==> config.mk <==
export PLATFORM = sky130hd
export DESIGN_NAME = stable_priority_queue
export DESIGN_NICKNAME = d
export VERILOG_FILES = /design/src/rtl/core/spq_pkg.sv /design/src/rtl/core/spq_ctrl.sv /design/src/rtl/core/spq_datapath.sv /design/src/rtl/core/stable_priority_queue.sv
export SDC_FILE = /design/constraint.sdc
export NUM_CORES = 2
export LEC_CHECK = 0
export ABC_AREA = 0
export BUFFER_PORTS_ARGS = -buffer_cell sky130_fd_sc_hd__buf_2
export CORE_MARGIN = 2
export CORE_UTILIZATION = 30
export CTS_CLUSTER_SIZE = 8
export DETAILED_ROUTE_END_ITERATION = 6
export PLACE_DENSITY = 0.45
export SETUP_SLACK_MARGIN = 0.1
export SLEW_MARGIN = 10
export SYNTH_ARGS = -nofsm -noshare
export SYNTH_HDL_FRONTEND = slang
export SYNTH_SLANG_ARGS = --single-unit
export TNS_END_PERCENT = 10
==> constraint.sdc <==
create_clock -name clk -period 9.1 [get_ports clk]
set_input_delay 1.82 -clock clk [delete_from_list [all_inputs] [get_ports clk]]
set_output_delay 1.82 -clock clk [all_outputs]
set_load 0.05 [all_outputs]
==> src/rtl/core/spq_pkg.sv <==
// Shared types and constants for the stable priority queue.
// No dependencies; imported by every module of the block.
package spq_pkg;

  localparam int QUEUE_DEPTH = 16;
  localparam int CNT_W       = $clog2(QUEUE_DEPTH + 1);
  localparam int WORD_W      = 16;
  localparam int REC_W       = 4 * WORD_W;
  localparam int PRIO_W      = 8;
  localparam int OCC_W       = 5;
  localparam int IN_DATA_W   = 72;
  localparam int OUT_DATA_W  = 80;
  localparam int OUT_USER_W  = 3;

  typedef enum logic [0:0] {
    OP_INSERT = 1'b0,
    OP_REMOVE = 1'b1
  } opcode_t;

  typedef enum logic [1:0] {
    STAT_DONE  = 2'd0,
    STAT_EMPTY = 2'd1,
    STAT_FULL  = 2'd2
  } status_t;

  // What the datapath does with the accepted transaction
  typedef enum logic [1:0] {
    ACT_INSERT     = 2'd0,
    ACT_REMOVE     = 2'd1,
    ACT_DROP_FULL  = 2'd2,
    ACT_NONE_EMPTY = 2'd3
  } action_t;

  typedef struct packed {
    logic    exec;
    action_t action;
  } dp_cmd_t;

  typedef struct packed {
    logic full;
    logic empty;
  } dp_stat_t;

endpackage

==> src/rtl/core/spq_ctrl.sv <==
// Controller: handshake state machine and action decode.
// Depends on spq_pkg.
module spq_ctrl import spq_pkg::*; (
  input  logic     clk,
  input  logic     rst,
  input  logic     s_tvalid,
  output logic     s_tready,
  input  logic     s_tuser,
  output logic     m_tvalid,
  input  logic     m_tready,
  input  dp_stat_t dp_stat,
  output dp_cmd_t  dp_cmd
);

  typedef enum logic [1:0] {
    ST_OUT_FREE = 2'b01,
    ST_OUT_HELD = 2'b10
  } state_t;

  state_t state, state_next;
  logic   accept;

  // output register may be reloaded in the cycle it is taken
  assign s_tready = (state == ST_OUT_FREE) || m_tready;
  assign m_tvalid = (state == ST_OUT_HELD);
  assign accept   = s_tvalid && s_tready;

  always_comb begin
    dp_cmd.exec = accept;
    if (opcode_t'(s_tuser) == OP_INSERT) begin
      dp_cmd.action = dp_stat.full ? ACT_DROP_FULL : ACT_INSERT;
    end else begin
      dp_cmd.action = dp_stat.empty ? ACT_NONE_EMPTY : ACT_REMOVE;
    end
  end

  always_comb begin
    state_next = state;
    unique case (state)
      ST_OUT_FREE: begin
        if (accept) state_next = ST_OUT_HELD;
      end
      ST_OUT_HELD: begin
        if (m_tready && !accept) state_next = ST_OUT_FREE;
      end
      default: state_next = ST_OUT_FREE;
    endcase
  end

  always_ff @(posedge clk) begin
    if (rst) begin
      state <= ST_OUT_FREE;
    end else begin
      state <= state_next;
    end
  end

endmodule

==> src/rtl/core/spq_datapath.sv <==
// Datapath: sorted shift-register cells, record count and result register.
// Depends on spq_pkg.
module spq_datapath import spq_pkg::*; (
  input  logic                   clk,
  input  logic                   rst,
  input  dp_cmd_t                dp_cmd,
  output dp_stat_t               dp_stat,
  input  logic [IN_DATA_W-1:0]   in_data,
  output logic [OUT_DATA_W-1:0]  out_data,
  output logic [OUT_USER_W-1:0]  out_user
);

  logic [REC_W-1:0]  rec   [QUEUE_DEPTH];
  logic [PRIO_W-1:0] pri   [QUEUE_DEPTH];
  logic [REC_W-1:0]  rec_next [QUEUE_DEPTH];
  logic [PRIO_W-1:0] pri_next [QUEUE_DEPTH];
  logic [QUEUE_DEPTH-1:0] take;
  logic [CNT_W-1:0]  count;

  logic [REC_W-1:0]  new_rec;
  logic [PRIO_W-1:0] new_pri;

  logic [REC_W-1:0]  res_rec;
  logic [PRIO_W-1:0] res_pri;
  logic              res_valid;
  status_t           res_status;

  assign new_rec = in_data[REC_W-1:0];
  assign new_pri = in_data[REC_W +: PRIO_W];

  assign dp_stat.full  = (count == CNT_W'(QUEUE_DEPTH));
  assign dp_stat.empty = (count == '0);

  // take[k]: new record belongs at or before cell k; monotone over k
  always_comb begin
    for (int k = 0; k < QUEUE_DEPTH; k++) begin
      take[k] = (CNT_W'(k) >= count) || (new_pri < pri[k]);
    end
  end

  always_comb begin
    for (int k = 0; k < QUEUE_DEPTH; k++) begin
      rec_next[k] = rec[k];
      pri_next[k] = pri[k];
    end
    unique case (dp_cmd.action)
      ACT_INSERT: begin
        for (int k = 0; k < QUEUE_DEPTH; k++) begin
          if (k > 0 && take[(k > 0) ? k - 1 : 0]) begin
            rec_next[k] = rec[(k > 0) ? k - 1 : 0];
            pri_next[k] = pri[(k > 0) ? k - 1 : 0];
          end else if (take[k]) begin
            rec_next[k] = new_rec;
            pri_next[k] = new_pri;
          end
        end
      end
      ACT_REMOVE: begin
        for (int k = 0; k < QUEUE_DEPTH - 1; k++) begin
          rec_next[k] = rec[k + 1];
          pri_next[k] = pri[k + 1];
        end
      end
      ACT_DROP_FULL, ACT_NONE_EMPTY: begin
      end
      default: begin
      end
    endcase
  end

  always_ff @(posedge clk) begin
    if (dp_cmd.exec) begin
      for (int k = 0; k < QUEUE_DEPTH; k++) begin
        rec[k] <= rec_next[k];
        pri[k] <= pri_next[k];
      end
    end
  end

  always_ff @(posedge clk) begin
    if (rst) begin
      count <= '0;
    end else if (dp_cmd.exec) begin
      if (dp_cmd.action == ACT_INSERT) begin
        count <= count + CNT_W'(1);
      end else if (dp_cmd.action == ACT_REMOVE) begin
        count <= count - CNT_W'(1);
      end
    end
  end

  // result register, loaded with every accepted transaction
  always_ff @(posedge clk) begin
    if (dp_cmd.exec) begin
      res_valid  <= (dp_cmd.action == ACT_REMOVE);
      res_rec    <= (dp_cmd.action == ACT_REMOVE) ? rec[0] : '0;
      res_pri    <= (dp_cmd.action == ACT_REMOVE) ? pri[0] : '0;
      unique case (dp_cmd.action)
        ACT_DROP_FULL:  res_status <= STAT_FULL;
        ACT_NONE_EMPTY: res_status <= STAT_EMPTY;
        ACT_INSERT, ACT_REMOVE: res_status <= STAT_DONE;
        default:        res_status <= STAT_DONE;
      endcase
    end
  end

  logic [CNT_W-1:0] count_shown;
  logic [OCC_W-1:0] occ;
  // occupancy is the count after the transaction, which is the live count
  assign count_shown = count;
  assign occ = (CNT_W >= OCC_W) ? OCC_W'(count_shown[CNT_W-1:0])
                                : OCC_W'(count_shown);

  assign out_data = {3'b000, occ, res_pri, res_rec};
  assign out_user = {res_status, res_valid};

endmodule

==> src/rtl/core/stable_priority_queue.sv <==
// Top level of the stable priority queue: controller plus datapath.
// Depends on spq_pkg, spq_ctrl, spq_datapath.
//
//  channel | dir | tdata (low bit up)                         | tuser (low bit up)
//  s_*     | in  | word0, word1, word2, word3, priority       | opcode
//  m_*     | out | word0..word3, priority, occupancy, 3'b0   | out_valid, status
//
// One transaction per cycle: insert and remove each complete in the cycle of
// acceptance, all cells comparing against the new priority in parallel.
// The output register is reloaded in the cycle its result is taken, so a stall
// on m_* holds s_tready low only while a result waits and m_tready is low.
// rst is synchronous: the queue is empty afterwards; stored records need no reset.
module stable_priority_queue import spq_pkg::*; (
  input  logic                  clk,
  input  logic                  rst,
  input  logic                  s_tvalid,
  output logic                  s_tready,
  input  logic [IN_DATA_W-1:0]  s_tdata,   // word0, word1, word2, word3, priority
  input  logic                  s_tuser,   // opcode
  output logic                  m_tvalid,
  input  logic                  m_tready,
  output logic [OUT_DATA_W-1:0] m_tdata,   // word0..word3, priority, occupancy, pad
  output logic [OUT_USER_W-1:0] m_tuser    // out_valid, status
);

  dp_cmd_t  dp_cmd;
  dp_stat_t dp_stat;

  spq_ctrl u_ctrl (
    .clk      (clk),
    .rst      (rst),
    .s_tvalid (s_tvalid),
    .s_tready (s_tready),
    .s_tuser  (s_tuser),
    .m_tvalid (m_tvalid),
    .m_tready (m_tready),
    .dp_stat  (dp_stat),
    .dp_cmd   (dp_cmd)
  );

  spq_datapath u_datapath (
    .clk      (clk),
    .rst      (rst),
    .dp_cmd   (dp_cmd),
    .dp_stat  (dp_stat),
    .in_data  (s_tdata),
    .out_data (m_tdata),
    .out_user (m_tuser)
  );

endmodule

==> impl_metrics.yaml <==
drt:
  viasPerCell: 6.19
  antenna_left: 0
  drc: 8
  drt-initial-drc-count: 7615
  routed_wl_um: 277000
  dr.pass1.iters: 7
  wl_per_cell_um: 31.6
  vias: 54200
run_status:
  status: "finished, violations left"
  violations: "DRC"
timing:
  max_freq_ghz: 0.185
  hold_viol: 0
  timing.slew.headroom: 0.147
  slew_viol_final: 0
  setup-tns-final_ns: 0
  fin_skew_ns: 0.0376
  worst_pin_slew_ns: 1.28
  rsz0062_at_grt: "false"
  fin_crit_ns: 5.41
  setup_violations: 0
  period_share: 0.595
clock_network:
  ctsHoldBuffers: 0
  clk_latency_ns: 0.83
  clk_pin_slew_ns: 0.05
  clockRootBuffer: "clkbuf_16"
  cts_resized: 0
  htree_levels: 4
  cts_tree: "yes"
  cts_buffer_depth: 3
  clock_sinks: 1234
  post_cts_buffers: 0
  cts_buffers: 174
worst_setup_path:
  r2r_end: "u_datapath.rec[14][46]$_DFFE_PP_"
  critPathArrivalTime_ns: 5.86
  worstSetupStartpoint: "s_tdata[71]"
  crit_required_ns: 9.55
  worstSetupPathType: "in2reg"
  path_buf_inv: 3
  path_delay_family: "compound AO/OA/AOI/OAI gates"
  worst-path-max-fanout: 29
  reg2reg_from: "u_datapath.count[1]$_SDFFE_PP0P_"
  r2r_setup_slack_ns: 3.90
  crit_top_cell: "buf_4"
  endpoint_kind: "flip-flop"
  crit_path_start_kind: "input pin"
  cp_slowest_cell: "a31oi_4"
  worst_r2r_path_depth: 9
  slowest_delay_ns: 0.91
  cp.depth: 9
  path_cells: "buf_2, buf_4, ha_1, and2_0, a221oi_1, o21a_4, nor2_1, a31oi_4, buf_4"
  cp-endpoint: "u_datapath.rec[3][58]$_DFFE_PP_"
placed_design:
  dp_hpwl_um: 143000
  portBuffers: 158
  placed_area_um2: 69200
  gp_congestion: 0.791
synth:
  synthTopCellsByArea: "edfxtp_1 (55%), a221o_1 (8.3%), a21oi_1 (4.3%)"
  synth-seq-area-share: 0.555
  synthesis.instances: 6034
  syn_area_um2: 66600
  synth_cell_type_count: 69
  ys_ff_latch: 1234
  yosysTopAreaCell: "edfxtp_1"
  ys_warn_count: 0
  synthArstFlopShare: 0
  synth_ff_type: "edfxtp_1"
  yosys.area.top_type_share: 0.553
  postSynthAreaPerCell_um2: 11.0
  synth_enable_flop_cells: 1227
job:
  cap_violations: 0
die:
  design.die.area_um2: 226000
  start_util: 0.302
  fp.dieW_um: 475
  num_rows: 172
  die_h_um: 475
  io_pins: 162
  core_um2: 220000
power_and_ir_drop:
  powerDensity_nw_per_um2: 274
  p_leak_nw: 27.2
  ir_drop_mv: 0.181
grt:
  antenna_found_initial: 28
  grt_pass1_vias: 52000
  grt_max_degree: 224
  grt_first_pass_wirelength_um: 391000
  overflow: 0
  gr-usage-all-layers: 0.237
hold_path:
  worstHoldPathType: "reg2reg"
final_layout:
  nNetsFinal: 5948
  drive_gt1_frac: 0.115
  fin_util: 0.336
  fin_area_um2: 73900
  area_growth_pct: 11.0
power by group:
part / leakage [nW] / switching, W / internal, W
logic: 13.2 / 0.00409 / 0.00190
clock network: 2.31 / 0.00265 / 0.00345
registers: 11.6 / 0.000504 / 0.00765
total: 27.2 / 0.00724 / 0.0130
cells in the mapped netlist, drive strengths merged (2+ instances only):
library cell / number
clkbuf: 452
a32oi: 3
a221o: 555
nand2b: 16
nand3: 5
mux2i: 145
o221a: 72
o2111ai: 5
a22oi: 50
a21oi: 573
xnor2: 4
a31oi: 377
inv: 119
nor2: 374
nor3: 7
a2111oi: 2
o211ai: 3
ha: 117
a211oi: 33
dfxtp: 7
mux2: 72
o31ai: 2
a32o: 3
a211o: 7
a221oi: 7
a21o: 84
and3: 260
o21a: 7
o21ai: 457
buf: 278
a2111o: 3
edfxtp: 1227
o311a: 2
nor2b: 7
and2: 82
nand2: 591
nand4: 8
per-stage QoR:
| stage | std cells | total power, W | setup slack (ns) | hold WS, ns |
|---|---|---|---|---|
| 3_5_place_dp | 8536 | 0.0141 | 2.86 | 0.533 |
| 6_report | 8754 | 0.0202 | 3.69 | 0.537 |
| 4_1_cts | 8744 | 0.0202 | 3.73 | 0.518 |
| 5_1_grt | 8748 | 0.0210 | 3.45 | 0.562 |
| 2_1_floorplan | 6036 | 0.0122 | 0.925 | 0.513 |
| 3_3_place_gp | 8536 | 0.0140 | 2.86 | 0.526 |
how the worst min path moves through the flow:
stage / cells after the start / end / startpoint
after floorplan: 2 / u_datapath.rec[8][0]$_DFFE_PP_ / u_datapath.rec[9][0]$_DFFE_PP_
after global placement: 1 / u_datapath.rec[14][51]$_DFFE_PP_ / u_datapath.rec[15][51]$_DFFE_PP_
after detailed placement: 1 / u_datapath.rec[14][62]$_DFFE_PP_ / u_datapath.rec[15][62]$_DFFE_PP_
after CTS: 1 / u_datapath.rec[0][13]$_DFFE_PP_ / u_datapath.rec[1][13]$_DFFE_PP_
after global routing: 1 / u_datapath.rec[0][13]$_DFFE_PP_ / u_datapath.rec[1][13]$_DFFE_PP_
final: 1 / u_datapath.rec[0][30]$_DFFE_PP_ / u_datapath.rec[1][30]$_DFFE_PP_
flip-flops by register name, indices dropped and copies added (netlist names):
register               cells
u_datapath.rec          1024
u_datapath.pri           128
u_datapath.res_rec        64
u_datapath.res_pri         8
u_datapath.count           5
u_ctrl.state               2
u_datapath.res_status      2
u_datapath.res_valid       1
routing by layer:
metal / vias to the layer above / share of wire / GRT usage
li1: 22800 / - / -
met1: 27800 / 0.43 / 0.328
met2: 3100 / 0.45 / 0.371
met3: 484 / 0.084 / 0.0405
met4: 4 / 0.035 / 0.0827
met5: - / 0.00013 / 0.000853
kinds of logic after synthesis:
group	after synthesis	synth area share
fa+ha+maj	117	0.0220
xor+xnor	4	0.000526
mux	217	0.0340
flops	1234	0.555
buf+inv	850	0.0611
compound gates	2251	0.235
simple gates	1360	0.0919
other cells	1	0.0000563
layout make-up:
type / instances / area (µm²)
Fill cell: 22000 / 146000
Timing Repair Buffer: 272 / 1890
Tap cell: 2958 / 3700
Inverter: 120 / 469
Clock buffer: 191 / 4460
Clock inverter: 17 / 277
Antenna cell: 10 / 25.0
Sequential cell: 1234 / 37000
Multi-Input combinational cell: 3952 / 26100
layout by cell type, fill, tap and decap left out, types with 10 or more instances in the layout:
cell / instances
and2_1: 76
nand2_1: 587
clkbuf_1: 15
a31oi_1: 366
nand2b_1: 15
o21ai_4: 12
buf_2: 157
nor2_1: 369
and3_1: 260
edfxtp_1: 1227
o221a_2: 62
buf_4: 96
a22oi_1: 50
inv_1: 117
clkbuf_16: 176
buf_12: 19
a211oi_1: 33
o21ai_0: 445
a221o_1: 555
diode_2: 10
a31oi_4: 11
ha_1: 117
mux2i_1: 145
o221a_1: 10
a21oi_1: 567
mux2_2: 72
a21o_1: 84
Note: power is estimated with default switching activity, not from simulation.
